===== src/rtl/core/line_frequency_counter_table_defines.svh =====
// Assertion macros for the line frequency counter table.
// Every macro expects signals named clk and rst_n in the scope where it is used.
`ifndef LINE_FREQUENCY_COUNTER_TABLE_DEFINES_SVH
`define LINE_FREQUENCY_COUNTER_TABLE_DEFINES_SVH

// The consequent must hold in the same cycle as the antecedent.
`define LFCT_ASSERT_IMPLY(name, ante, cons) \
    name: assert property (@(posedge clk) disable iff (!rst_n) (ante) |-> (cons)) \
        else $error("same-cycle implication violated");

// The consequent must hold in the cycle after the antecedent.
`define LFCT_ASSERT_NEXT(name, ante, cons) \
    name: assert property (@(posedge clk) disable iff (!rst_n) (ante) |=> (cons)) \
        else $error("next-cycle implication violated");

`endif


===== src/rtl/core/lfct_pkg.sv =====
// Shared types and constants for the line frequency counter table.
// Used by the channel interfaces, the controller, the datapath and the top level.
package lfct_pkg;

    typedef logic [1:0]  count_t;
    typedef logic [1:0]  cache_id_t;
    typedef logic [63:0] addr_t;
    typedef logic [3:0]  offset_bits_t;

    localparam logic       FUNC_ACCESS = 1'b0;
    localparam logic       FUNC_QUERY  = 1'b1;

    localparam count_t       COUNT_MAX       = 2'd3;
    localparam offset_bits_t MAX_OFFSET_BITS = 4'd12;
    localparam offset_bits_t OFFSET_RESET    = 4'd6;

    // Number of caches tracked; cache ids at or above this are ignored.
    localparam logic [4:0] CACHE_COUNT = 5'd4;

    typedef struct packed {
        logic load_item;
        logic capture_match;
        logic update_fire;
    } ctrl_cmd_t;

    typedef struct packed {
        logic out_free;
    } ctrl_sts_t;

endpackage


===== src/rtl/core/lfct_ctrl.sv =====
// Sequencing controller: accept, match, then update for each transaction.
// Depends on lfct_pkg for the command and status structs.
module lfct_ctrl (
    input  logic                 clk,
    input  logic                 rst_n,
    input  logic                 in_valid,
    output logic                 in_ready,
    input  lfct_pkg::ctrl_sts_t  sts,
    output lfct_pkg::ctrl_cmd_t  cmd
);
    import lfct_pkg::*;

    typedef enum logic [1:0] {
        ST_IDLE,
        ST_MATCH,
        ST_UPDATE
    } state_t;

    state_t state_reg;
    state_t state_next;
    logic   accept;

    // A new transaction may enter in the same cycle the previous one retires.
    assign in_ready = (state_reg == ST_IDLE) || ((state_reg == ST_UPDATE) && sts.out_free);
    assign accept   = in_valid && in_ready;

    always_comb
    begin
        cmd.load_item     = accept;
        cmd.capture_match = (state_reg == ST_MATCH);
        cmd.update_fire   = (state_reg == ST_UPDATE) && sts.out_free;
    end

    always_comb
    begin
        state_next = state_reg;
        unique case (state_reg)
            ST_IDLE:
            begin
                if (accept)
                begin
                    state_next = ST_MATCH;
                end
            end
            ST_MATCH:
            begin
                state_next = ST_UPDATE;
            end
            ST_UPDATE:
            begin
                if (sts.out_free)
                begin
                    state_next = accept ? ST_MATCH : ST_IDLE;
                end
            end
            default:
            begin
                state_next = ST_IDLE;
            end
        endcase
    end

    always_ff @(posedge clk or negedge rst_n)
    begin
        if (!rst_n)
        begin
            state_reg <= ST_IDLE;
        end
        else
        begin
            state_reg <= state_next;
        end
    end

endmodule


===== config.mk =====
export PLATFORM = sky130hd
export DESIGN_NAME = lfct_ctrl
export DESIGN_NICKNAME = d
export VERILOG_FILES = /design/src/rtl/core/line_frequency_counter_table_defines.svh /design/src/rtl/core/lfct_pkg.sv /design/src/rtl/core/lfct_ctrl.sv
export SDC_FILE = /design/constraint.sdc
export NUM_CORES = 1
export LEC_CHECK = 0
export BUFFER_PORTS_ARGS = -buffer_cell sky130_fd_sc_hd__buf_2
export CORE_AREA = 4 4 41 43
export CTS_CLUSTER_SIZE = 8
export DETAILED_ROUTE_END_ITERATION = 12
export DIE_AREA = 0 0 45 47
export GPL_TIMING_DRIVEN = 0
export PLACE_DENSITY = 0.32
export SKIP_LAST_GASP = 1
export SLEW_MARGIN = 20
export SYNTH_ARGS = -nofsm -noshare
export SYNTH_HDL_FRONTEND = slang
export SYNTH_SLANG_ARGS = --single-unit

===== constraint.sdc =====
create_clock -name clk -period 0.8 [get_ports clk]
set_input_delay 0.08 -clock clk [delete_from_list [all_inputs] [get_ports clk]]
set_output_delay 0.08 -clock clk [all_outputs]
set_load 0.005 [all_outputs]

# Word level (Yosys, flattened, before mapping)
# Index checks and enable logic that the tools add are counted.
# op_classes
reduce_logical,5
muxes,4
eq_ne,4
# ops
op,count
2-bit one-hot mux with 3 select lines,1
2-bit 2-to-1 mux,2
"2-bit != test, second input constant",2
"2-bit by 1-bit == test with 1-bit output, second input constant",1
"2-bit == test, second input constant",1
1-bit logical AND,2
2-bit zero test,1
2-bit AND reduction,1
1-bit logical OR,1
1-bit 2-to-1 mux,1
# word_totals
output_inout_bits,4
word_cells,14
reg_bits,2

# Logic depth before layout (Yosys ltp)
# depth
depth_word,7
ltp_mapped,3
ltp_nobuf,2

# Worst setup path after synthesis
# No wires, ideal clock.
# synth_path
kind,register to output
startpoint,reg state_reg[1]
endpoint,out cmd[2] (netlist bit)
t_arrival_ns,0.795
path_slack_ns,-0.075
stages_incl_launch_ff,4
n_path_buf,1
required_time_ns,0.720
path_cell_list,dfrtp_1 > nor2b_4 > nor3b_1 > buf_4
# synth_via
elab_chain_cells,4
word_cells_on_any_way,5
classes_between,eq/ne (1); reduce/logical (4)
# synth_rtl
element,line_no,text
start: declaration,lfct_ctrl.sv:19,state_t state_reg;
start signal: assignment,lfct_ctrl.sv:71,state_reg <= state_next;
2-bit == test,lfct_ctrl.sv:24,assign in_ready = (state_reg == ST_IDLE) || ((state_reg == ST_UPDATE) && sts.out_free);
1-bit logical AND,lfct_ctrl.sv:24,
1-bit logical OR *,lfct_ctrl.sv:24,
1-bit logical AND *,lfct_ctrl.sv:25,assign accept = in_valid && in_ready;
end: declaration,lfct_ctrl.sv:9,output lfct_pkg::ctrl_cmd_t cmd
# Every way passes the cells marked *; elsewhere a longest branch is shown, timed or not.

# Worst setup path in the final report
# Same ends and word-level chain as after synthesis.

==> impl_metrics.json <==
{
  "status": "finished with violations",
  "violations": "setup timing",
  "viasPerCell": 3.05,
  "drive_above_1_share": 0.792,
  "hold_path.class": "primary input to register",
  "total_power_uw": 569,
  "skew_ps": 2.81,
  "finalCritPeriodShare": 1.37,
  "syn-cell-area_sq_um": 124,
  "placed_area_sq_um": 183,
  "fmax_mhz": 912,
  "busiest_layer": "met4",
  "die_h_um": 47,
  "cp.required_ps": 720,
  "cts_tree": "built",
  "max-clock-path-buffers": 2,
  "first_global_vias": 122,
  "ant_nets": 0,
  "clockRootBuffer": "clkbuf_4",
  "cts.clk_slew.worst_paths_ps": 30,
  "setup_slack_ps": -297,
  "dp.cells": 34,
  "cts_sinks": 2,
  "syn2layout_area_growth_pct": 109,
  "dr.pass1.iters": 1,
  "rrSetupSlack_ps": -100,
  "hold_viol": 0,
  "start_util": 0.0952,
  "antenna_cells": 0,
  "postLayoutCoreUtil": 0.199,
  "grtUsageMet3": 0.0230,
  "synth_nets": 16,
  "die_width_um": 45,
  "vdd_drop_max_mv": 0.830,
  "wl_per_cell_um": 8.33,
  "reg2regPathDepth": 3,
  "period_minus_slack_ps": 1100,
  "leakagePower_uw": 0.000130,
  "dp_slack_ps": -176,
  "seq_area_frac_synth": 0.404,
  "io_buffers": 7,
  "yosysTopAreaCell": "dfrtp_1",
  "cts-buffers-inserted": 3,
  "netlist_top_cells_area": "dfrtp_1, buf_4, nor3b_1",
  "grt_overflow": 0,
  "drc": 0,
  "rsz0062_at_grt": "true",
  "drtIter0Drc": 0,
  "grt.met2_usage": 0.0395,
  "relSlewSlack": 0.913,
  "rows": 13,
  "maxSlewViolCount": 0,
  "synthDistinctLibCells": 9,
  "use_met1": 0.0387,
  "critPathLaunchType": "register",
  "cts_htree_levels": 1,
  "grt.total_usage": 0.0364,
  "synth-seq-cells": 2,
  "stdcell_area_sq_um": 259,
  "grt_pass1_wl_um": 476,
  "pwr_density_cell_mw_per_mm2": 2200,
  "syn_avg_cell_area_sq_um": 10.3,
  "instances_no_fill": 39,
  "synth.top_cell.area_share": 0.404,
  "antenna_found_initial": 0,
  "clock_latency_ps": 220,
  "io_pins": 8,
  "grt_max_degree": 6,
  "core_sq_mm": 0.00130,
  "worst_pin_slew_ps": 130,
  "layout.nets": 30,
  "worstSetupPathType": "register to primary output",
  "gp_congestion": 0.594,
  "setup_viol": 6,
  "yosys_warnings": 0,
  "critPathArrivalTime_ps": 1020,
  "largest_reg_flops": 2,
  "routed_wl_um": 325,
  "crit_path_max_fanout": 4,
  "die-area_sq_mm": 0.00212,
  "maxCapViolCount": 0,
  "hold_depth": 2,
  "num_vias": 119,
  "cp-end-kind": "primary output",
  "syn_inst": 12
}
[where the power goes]
part	switching, uW	internal (uW)	total [uW]
sequential	18.9	122	140
combinational	67.5	137	205
clock	57.8	166	223
total	144	425	569
[what timing repair did]
item,4_1_cts,5_1_grt
cloned,0,0
setup endpoints to repair,6,6
hold buffers,1,0
hold endpoints to repair,2,0
resized for setup,1,7
pin swaps,1,3
buffers inserted,1,1
[synth_stat cells]
cell type  instances
buf_4              2
dfrtp_1            2
nor3b_1            2
a21o_1             1
and3_1             1
inv_1              1
nor2_1             1
nor2b_2            1
nor2b_4            1
[cells in the final DEF, fill, tap and decap left out, drive strengths merged]
cell,instances
clkbuf,3
dlygate4sd3,1
and3,1
buf,10
nor3b,2
dfrtp,2
nor2,1
inv,1
a21o,1
nor2b,2
[metrics by stage]
stage / setup TNS [ps] / hold slack, ps
2_1_floorplan: -50.3 / -216
3_3_place_gp: -342 / -135
3_5_place_dp: -375 / -133
4_1_cts: -1240 / 131
5_1_grt: -1500 / 140
6_report: -1230 / 142
[kinds of logic (layout without fill, tap and decap cells)]
group	Yosys count	count (layout)	share of synthesized area
DFF	2	2	0.404
and+or+nand+nor	6	6	0.384
AOI/OAI and AO/OA	1	1	0.0606
buffers and inverters	3	15	0.151
[area by class of cell]
type	instances	area, sq um
Inverter	1	3.75
Sequential cell	2	51.3
Clock buffer	3	22.5
Timing Repair Buffer	10	76.3
Tap cell	15	18.8
Buffer	1	11.3
Fill cell	152	1040
Multi-Input combinational cell	7	75.1
[routing by layer]
layer	vias to the layer above	share of wire
li1	62	-
met1	51	0.49
met2	6	0.39
met3	0	0.11
met4	0	0
met5	-	0
[critical path, stage by stage (launching register included)]
cell and delay, ps:
dfrtp_1 380, nor2b_4 140, nor3b_2 140, buf_2 130
[path summary, 6_finish.rpt]
| check | startpoint | end |
|---|---|---|
| hold reg to reg | state_reg[0] | state_reg[0] |
| hold / removal | in_valid | state_reg[0] |
| setup / recovery | state_reg[1] | cmd[2] |
| min in group asynchronous | rst_n | state_reg[1] |
| setup reg to reg | state_reg[1] | state_reg[0] |
| max in group asynchronous | rst_n | state_reg[0] |
No activity file was read; power rests on OpenSTA's default activity.
